## src/rtl/mfap_pkg.sv

```systemverilog
// Shared types, constants and codes for the augmenting-path maximum flow block.
`timescale 1ns / 1ps
package mfap_pkg;

	localparam int NODE_W        = 6;
	localparam int CAPIN_W       = 16;
	localparam int RES_W         = 17;
	localparam int FLOW_W        = 22;
	localparam int CMP_W         = 9;
	localparam int CFG_IDX_W     = 2;
	localparam int DEF_MAX_NODES = 64;
	localparam int DEF_CAP_WIDTH = 16;

	localparam logic [FLOW_W-1:0] FLOW_MAX = {FLOW_W{1'b1}};

	typedef enum logic [CFG_IDX_W-1:0] {
		CFG_NODE_COUNT  = 2'd0,
		CFG_SOURCE_NODE = 2'd1,
		CFG_SINK_NODE   = 2'd2,
		CFG_UNUSED      = 2'd3
	} cfg_idx_t;

	typedef enum logic {
		FUNC_LOAD  = 1'b0,
		FUNC_SOLVE = 1'b1
	} func_t;

	typedef enum logic [4:0] {
		ST_CLEAR,
		ST_IDLE,
		ST_BFS_INIT,
		ST_Q_RD,
		ST_Q_WAIT,
		ST_SCAN_RD,
		ST_SCAN_CHK,
		ST_BN_PRD,
		ST_BN_PWAIT,
		ST_BN_RRD,
		ST_BN_RCHK,
		ST_UP_PRD,
		ST_UP_PWAIT,
		ST_UP_FRD,
		ST_UP_FWR,
		ST_UP_BRD,
		ST_UP_BWR,
		ST_DONE
	} state_t;

endpackage

```

## src/rtl/mfap_ram.sv

```systemverilog
// Simple dual-port memory with one write port and one registered read port.
`timescale 1ns / 1ps
module mfap_ram
	import mfap_pkg::*;
#(
	parameter int DEPTH = DEF_MAX_NODES,
	parameter int AW    = $clog2(DEF_MAX_NODES),
	parameter int DW    = NODE_W
) (
	input  logic          clk,
	input  logic          we,
	input  logic [AW-1:0] waddr,
	input  logic [DW-1:0] wdata,
	input  logic [AW-1:0] raddr,
	output logic [DW-1:0] rdata
);

	logic [DW-1:0] mem [DEPTH];

	always_ff @(posedge clk) begin
		if (we) begin
			mem[waddr] <= wdata;
		end
	end

	always_ff @(posedge clk) begin
		rdata <= mem[raddr];
	end

endmodule

```

## config.mk

```make
export PLATFORM = sky130hd
export DESIGN_NAME = mfap_ram
export DESIGN_NICKNAME = d
export VERILOG_FILES = /design/src/rtl/mfap_pkg.sv /design/src/rtl/mfap_ram.sv
export SDC_FILE = /design/constraint.sdc
export NUM_CORES = 1
export LEC_CHECK = 0
export BUFFER_PORTS_ARGS = -buffer_cell sky130_fd_sc_hd__buf_2
export CAP_MARGIN = 20
export CORE_MARGIN = 4
export CORE_UTILIZATION = 44
export DETAILED_ROUTE_END_ITERATION = 6
export PLACE_DENSITY = 0.6
export REMOVE_ABC_BUFFERS = 1
export SLEW_MARGIN = 5
export SYNTH_ARGS = -nofsm -noshare
export SYNTH_HDL_FRONTEND = slang
export SYNTH_SLANG_ARGS = --single-unit
```

## constraint.sdc

```tcl
create_clock -name clk -period 4.5 [get_ports clk]
set_clock_uncertainty 0.05 [all_clocks]
set_input_delay 0 -clock clk [delete_from_list [all_inputs] [get_ports clk]]
set_output_delay 0 -clock clk [all_outputs]
set_load 0.05 [all_outputs]
```

### Yosys cells after proc, flatten, opt, wreduce, memory -nomap -nowiden

Memories as Yosys holds them, arrays and structs flattened. A register that Yosys moved wholly into a read port is not among the register bits.
Cells that the tools add are included.

* register bits: 0
* output and inout port bits: 6
* memories: 1
* latch bits: 0
* RAM bits: 384
* bits of input ports: 20
* memory bits (read-only): 0

Memories
* mem: depth 64, width 6, read ports 1, clocked after memory_dff 1, write ports 1, line mfap_ram.sv:18 `logic [DW-1:0] mem [DEPTH];`

* shift operators: 0
* add/sub/neg operators: 0
* multipliers: 0
* bitwise logic cells: 0
* div/mod/pow operators: 0
* equality and inequality tests: 0
* muxes and demuxes: 2
* magnitude comparators: 0
* reductions and logical operators: 0

Operators with widths (number)
* $mux W1: 2

### Longest topological paths before layout

Gate-level depths: netlist of the first run.

* word-level depth: 2
* depth in mapped cells: 7

### Worst setup path after synthesis of the first run

Ideal clock, no wire load.

* path kind: input to register
* start point: in raddr[0]
* end point: reg rdata[0] (read register of mem)
* slack: 2.904 ns
* library setup time: 0.117 ns
* data arrival time: 1.428 ns
* stages on the path: 7
* path buffers: 3
* cell sequence: buf_6 -> buf_6 -> buf_4 -> mux4_2 -> o22ai_1 -> o21ai_1 -> a32o_1

RTL lines
* from (decl): line mfap_ram.sv:14 `input logic [AW-1:0] raddr,`
* to (decl): line mfap_ram.sv:15 `output logic [DW-1:0] rdata`

==> impl_metrics.csv, run 1 <==
group,metric,value,unit
sta,finalMaxSlewViolations,0,
worst_setup_path,path_max_fanout,1,
logic_synthesis,yosys.cell_types.count,37,
finish,seq_area,11700,sq um
logic_synthesis,synth_seq_cells,390,
clock_network,cts_buffers,38,
sta,slew_headroom,0.306,
sta,max_freq,0.484,GHz
power_and_ir_drop,p_leak,5.35,nW
logic_synthesis,synth_cells,720,
floorplanning,ios,26,
min_path,hp-class,"input pin to flip-flop",
worst_setup_path,worst_setup_path_start_kind,"flip-flop",
clock_network,clk_latency,0.54,ns
detailed_routing,routed_wl,32700,um
grt,grt_pass1_wl,49800,um
place,gp_congestion,0.785,
floorplanning,dieArea,37600,sq um
worst_setup_path,path_class,"flip-flop to flip-flop",
detailed_routing,vias,7147,
clock_network,cts_setup_buffers,0,
logic_synthesis,synth-main-ff-cell,"edfxtp_1",
grt,gr-usage-all-layers,0.175,
power_and_ir_drop,power,7.93,mW
grt,antenna_found_initial,1,
clock_network,cts.htree.levels,2,
worst_setup_path,crit_chain,"mux4_1, nor2b_1, a211oi_1, a21oi_1, a32o_1",
sta,fin_crit_sh,0.459,
grt,grt_start_max_net_pins,65,
logic_synthesis,ys.warnings.count,0,
job,cap_violations,0,
sta,final.setup.tns,0,ns
sta,rsz0062_at_grt,"false",
worst_setup_path,crit_slowest_cell,"mux4_1",
clock_network,cts.sinks,390,
run_status,status,"finished, violations left",
sta,worst_pin_slew,1.03,ns
worst_setup_path,slowest_delay,0.48,ns
grt,grt_pass1_vias,7550,
detailed_routing,drt-pass1-iter-count,5,
floorplanning,core,33900,sq um
detailed_routing,first_iter_violations,749,
place,portBuffers,25,
detailed_routing,drc,0,
sta,hold_slack,-0.0123,ns
logic_synthesis,ys_seq_area_frac,0.765,
finish,syn_to_final_growth,13.3,%
detailed_routing,vias_per_cell,5.77,
floorplanning,die_x,194,um
floorplanning,start_util,0.450,
grt,grt_overflow,0,
clock_network,cts_resized,0,
worst_setup_path,worstPathRequired,4.86,ns
worst_setup_path,end_kind,"flip-flop",
logic_synthesis,syn_area_per_cell,21.1,sq um
clock_network,clkSlewWorstSetupHoldPaths,0.06,ns
clock_network,root_buffer,"clkbuf_16",
run_status,failed_checks,"negative hold slack",
clock_network,tritoncts,"built",
logic_synthesis,netlist_area,15200,sq um
logic_synthesis,synth-edff-count,384,
sta,setup_viol,0,
finish,fin_nets,779,
floorplanning,rows,67,
clock_network,ctsLongestPathBuffers,3,
sta,hold_viol,13,
finish,fillerInstances,2720,
detailed_routing,routedWlPerCell,26.4,um
finish,drive_above_1_share,0.251,
place,dp_hpwl,20000,um
finish,multiInputGateArea,3320,sq um
power_and_ir_drop,ir_worst_vdd,0.000258,V
clock_network,cts_hold_buffers,1,
logic_synthesis,async_reset_ff_frac,0,
floorplanning,die_height,194,um
detailed_routing,antenna_left,0,
worst_setup_path,worstPathArrival,2.42,ns
power_and_ir_drop,pwr_density_cell,460,nW/um^2
sta,min_period,2.07,ns
[cells in the mapped netlist (6+ instances only)]
cell,count,area (sq um)
a21oi_1,6,30.0
a211oi_1,6,45.0
mux2i_1,15,150
o21ai_1,6,30.0
dfxtp_1,6,120
o22ai_1,12,75.1
mux4_2,87,1960
nor2b_1,8,50.1
nor2_1,67,251
mux2_2,9,101
edfxtp_1,384,11500
mux4_1,6,158
clkbuf_1,16,60.1
nand2_1,8,30.0
o22a_1,6,52.6
nand3_1,11,55.1
o221ai_1,9,78.8
buf_2,13,65.1
[worst paths after layout]
path | endpoint | start | cells past startpoint | slack, ns
worst min-delay path | mem[34][4] | wdata[4] | 1 | -0.01
worst max-delay path | rdata[2] | mem[44][2] | 5 | 2.43
worst max register to register | rdata[2] | mem[44][2] | 5 | 2.43
worst min register to register | rdata[0] | mem[39][0] | 4 | 0.78
[worst max-delay path: cells and delay by family (launching register included)]
family          cells  cell delay [ns]
compound gates      3             0.91
flops               1             0.36
mux                 1             0.48
simple gates        1             0.14
[per-layer routing]
layer	vias to the layer above	global-route usage	wire length [um]
met5	-	0	0
met3	68	0.0273	1780
li1	3098	-	-
met4	0	0.0521	949
met2	208	0.287	16200
met1	3773	0.248	13800
[sequential cells by signal, summed over array words and instances (netlist names)]
register,count
mem,384
rdata,6
[area by class of cell]
class	instances	area share
Sequential cell	390	0.675
Timing Repair Buffer	38	0.0181
Tap cell	448	0.0325
Clock inverter	29	0.0246
Multi-Input combinational cell	291	0.193
Antenna cell	1	0.000145
Clock buffer	41	0.0570
[cells by family after synthesis]
kind of cell           after synthesis  synth area share
AOI/OAI and AO/OA                   54            0.0260
buffers and inverters               39            0.0165
DFF                                390             0.765
and+or+nand+nor                    120            0.0367
muxes                              117             0.156
[through the flow]
stage	instance area (sq um)	hold WS, ns	utilization	worst slack, ns	cells
after detailed placement	15700	0.471	0.464	1.98	1159
final	17300	-0.0123	0.510	2.43	1238
after floorplan	15000	0.0489	-	2.91	681
after global routing	17300	0.0138	0.509	2.37	1237
after CTS	17100	0.00588	0.506	2.45	1230
after global placement	15700	0.464	0.464	1.99	1159
[where the power goes]
group,total (mW),switching [mW],internal (mW)
clock network,3.51,1.34,2.17
logic,0.392,0.250,0.142
registers,4.03,0.0152,4.02
total,7.93,1.60,6.33
[cells in the final DEF, fill, tap and decap left out, drive strengths merged, types with 5 or more instances in the layout]
master and n:
a211oi 6, a21oi 6, buf 34, bufinv 10, clkbuf 41, clkinv 17
dfxtp 6, edfxtp 384, mux2 9, mux2i 15, mux4 93, nand2 8
nand2b 5, nand3 11, nor2 67, nor2b 8, nor3 5, o21ai 6
o221ai 9, o22a 6, o22ai 12
Note: power is estimated with default switching activity, not from simulation.
==> run 2, diff against run 1 <==
--- a/config.mk
+++ b/config.mk
@@ -5,6 +5,7 @@
 export SDC_FILE = /design/constraint.sdc
 export NUM_CORES = 1
 export LEC_CHECK = 0
+export ABC_AREA = 1
 export BUFFER_PORTS_ARGS = -buffer_cell sky130_fd_sc_hd__buf_2
 export CAP_MARGIN = 20
 export CORE_MARGIN = 4
==> constraint.sdc (replaced) <==
create_clock -name clk -period 2.1 [get_ports clk]
set_clock_uncertainty 0.05 [all_clocks]
set_input_delay 0 -clock clk [delete_from_list [all_inputs] [get_ports clk]]
set_output_delay 0 -clock clk [all_outputs]
set_load 0.05 [all_outputs]
==> impl_metrics.csv, run 2 <==
group,metric,value,unit
detailed_routing,drt-pass1-iter-count,5,
detailed_routing,vias,10500,
grt,grt_pass1_vias,10500,
sta,fin_crit_sh,0.886,
detailed_routing,vias_per_cell,5.37,
worst_setup_path,cp_top_family,"simple AND/OR/NAND/NOR gates",
worst_setup_path,crit_slowest_cell,"nor2_1",
sta,worst_pin_slew,0.636,ns
place,portBuffers,25,
finish,regMostFlops,"mem",
clock_network,cts.htree.levels,2,
finish,syn_to_final_growth,15.6,%
finish,reg_top3,"mem: 384 flops, rdata: 6 flops",
worst_setup_path,worstPathRequired,2.22,ns
place,place_ws,0.273,ns
sta,setup_viol,0,
clock_network,clk_latency,0.53,ns
detailed_routing,dr_wl_met3,2750,um
logic_synthesis,ys.warnings.count,0,
logic_synthesis,yosys.cell_types.count,14,
sta,finalMaxSlewViolations,0,
floorplanning,start_util,0.447,
logic_synthesis,async_reset_ff_frac,0,
floorplanning,die_x,198,um
worst_setup_path,path_max_fanout,9,
detailed_routing,top_layer,"met4",
grt,antenna_found_initial,0,
sta,min_period,1.86,ns
detailed_routing,wl_met1,17000,um
logic_synthesis,netlist_top_cells_area,"edfxtp_1 72%, nand2_1 11%, nand3_1 10%",
finish,largest_reg_flops,384,
detailed_routing,drc,0,
logic_synthesis,synth_seq_cells,390,
sta,max_freq,0.537,GHz
logic_synthesis,yosys-top-cells-count,"486 x nand2_1, 384 x edfxtp_1, 331 x nand3_1",
sta,final.setup.worst_slack,0.238,ns
clock_network,ctsLongestPathBuffers,3,
detailed_routing,routedWlPerCell,20.2,um
logic_synthesis,synth.largest_area_cell,"edfxtp_1",
finish,drive_above_1_share,0.116,
worst_setup_path,path_buf_inv,3,
finish,fin_nets,1480,
clock_network,tritoncts,"built",
finish,final_common_cell,"nand2_1",
job,cap_violations,0,
detailed_routing,wl_met2,18700,um
grt,grt_pass1_wl,60900,um
logic_synthesis,netlist_area,15900,sq um
power_and_ir_drop,p_leak,6.76,nW
sta,rsz0062_at_grt,"false",
detailed_routing,routed_wl,39500,um
logic_synthesis,synth-main-ff-cell,"edfxtp_1",
place,gp_congestion,0.806,
worst_setup_path,path_class,"input pin to flip-flop",
power_and_ir_drop,ir_worst_vdd,0.000649,V
sta,slew_headroom,0.575,
place,dp_hpwl,23100,um
finish,layout_common_cells,"486 x nand2_1, 384 x edfxtp_1, 331 x nand3_1",
sta,final.setup.tns,0,ns
floorplanning,dieArea,39300,sq um
sta,hold_viol,0,
power_and_ir_drop,pwr_density_cell,899,nW/um^2
floorplanning,rows,69,
run_status,status,"complete, no violations",
logic_synthesis,synth_most_common_cell,"nand2_1",
min_path,hp-class,"input pin to flip-flop",
clock_network,clkSlewWorstSetupHoldPaths,0.06,ns
clock_network,cts_setup_buffers,0,
worst_setup_path,slowest_delay,0.58,ns
grt,grt_overflow,0,
detailed_routing,first_iter_violations,872,
worst_setup_path,end_kind,"flip-flop",
clock_network,cts.sinks,390,
worst_setup_path,crit_chain,"dlygate4sd3_1, buf_2, inv_1, nand4_1, nor2_1",
worst_setup_path,worst_setup_path_start_kind,"input pin",
worst_setup_path,worstPathArrival,1.98,ns
logic_synthesis,syn_area_per_cell,11.6,sq um
grt,grt_start_max_net_pins,88,
detailed_routing,antenna_left,0,
logic_synthesis,synth_top_area_frac,0.724,
logic_synthesis,synth_cells,1376,
finish,diodes,0,
grt,gr-usage-all-layers,0.202,
logic_synthesis,synth-edff-count,384,
floorplanning,ios,26,
floorplanning,core,35700,sq um
floorplanning,die_height,198,um
clock_network,cts_buffers,41,
clock_network,root_buffer,"clkbuf_16",
logic_synthesis,ys_seq_area_frac,0.731,
[run 2: cell count changes in the layout (fill, tap and decap cells not counted), sizes merged, moves of 11 or more]
| cell | previous run | this run |
|---|---|---|
| nand2 | 8 | 486 |
| o22ai | 12 | 0 |
| buf | 34 | 112 |
| mux4 | 93 | 0 |
| mux2i | 15 | 0 |
| inv | 0 | 14 |
| nor2 | 67 | 56 |
| nand3 | 11 | 331 |
[run 2: power by group]
group          internal (mW)  total, mW  switching (mW)
Combinational          0.304       1.11           0.811
Sequential              8.61       8.64          0.0215
Clock                   3.92       6.81            2.89
Total                   12.8       16.6            3.72
[run 2: per-stage QoR]
stage	util	instances	area [sq um]	power (mW)	hold WS, ns
2_1_floorplan	-	1292	15500	9.29	0.0489
3_3_place_gp	0.477	1865	17000	9.89	0.305
3_5_place_dp	0.477	1865	17000	9.89	0.306
4_1_cts	0.516	1953	18400	16.7	0.0861
5_1_grt	0.516	1953	18400	17.1	0.105
6_report	0.516	1953	18400	16.6	0.0698
[run 2: repair_timing]
item | in CTS | in global routing
endpoints found under the hold margin | 380 | 0
hold buffers | 13 | 0
resized for setup | 0 | 0
[run 2: final cells by class]
class                      count  area (sq um)
sequential                   390         11700
clock buffer                  50          1120
fill                        3150         17200
tap                          461           577
timing repair buffer         125          1070
multi-input combinational    890          3800
inverter                      12          50.0
clock inverter                25           146
[run 2: cells by family after synthesis]
logic type             Yosys count  share of synthesized area
AND/OR/NAND/NOR                890                      0.238
buffers and inverters           96                     0.0302
flip-flops                     390                      0.731
[run 2: worst paths after layout]
| check | start | endpoint | slack, ns | cells past startpoint |
|---|---|---|---|---|
| worst max-delay path | waddr[0] | mem[40][4] | 0.24 | 5 |
| worst min-delay path | waddr[3] | mem[15][2] | 0.07 | 3 |
| worst max register to register | mem[53][1] | rdata[1] | 0.29 | 9 |
| worst min register to register | mem[40][3] | rdata[3] | 0.78 | 8 |
[run 2: worst reg2reg max path: stages (launching register included)]
cell	delay, ns
edfxtp_1	0.36
nand2_1	0.07
nand3_1	0.10
nand3_1	0.12
nand2_1	0.09
nand2_1	0.07
nand3_1	0.15
nand3_1	0.11
dlygate4sd3_1	0.55
nand2_1	0.05
[run 2: layer usage]
layer,track usage,vias up
li1,-,5009
met1,0.280,5051
met2,0.334,344
met3,0.0371,77
met4,0.0528,0
met5,0,-
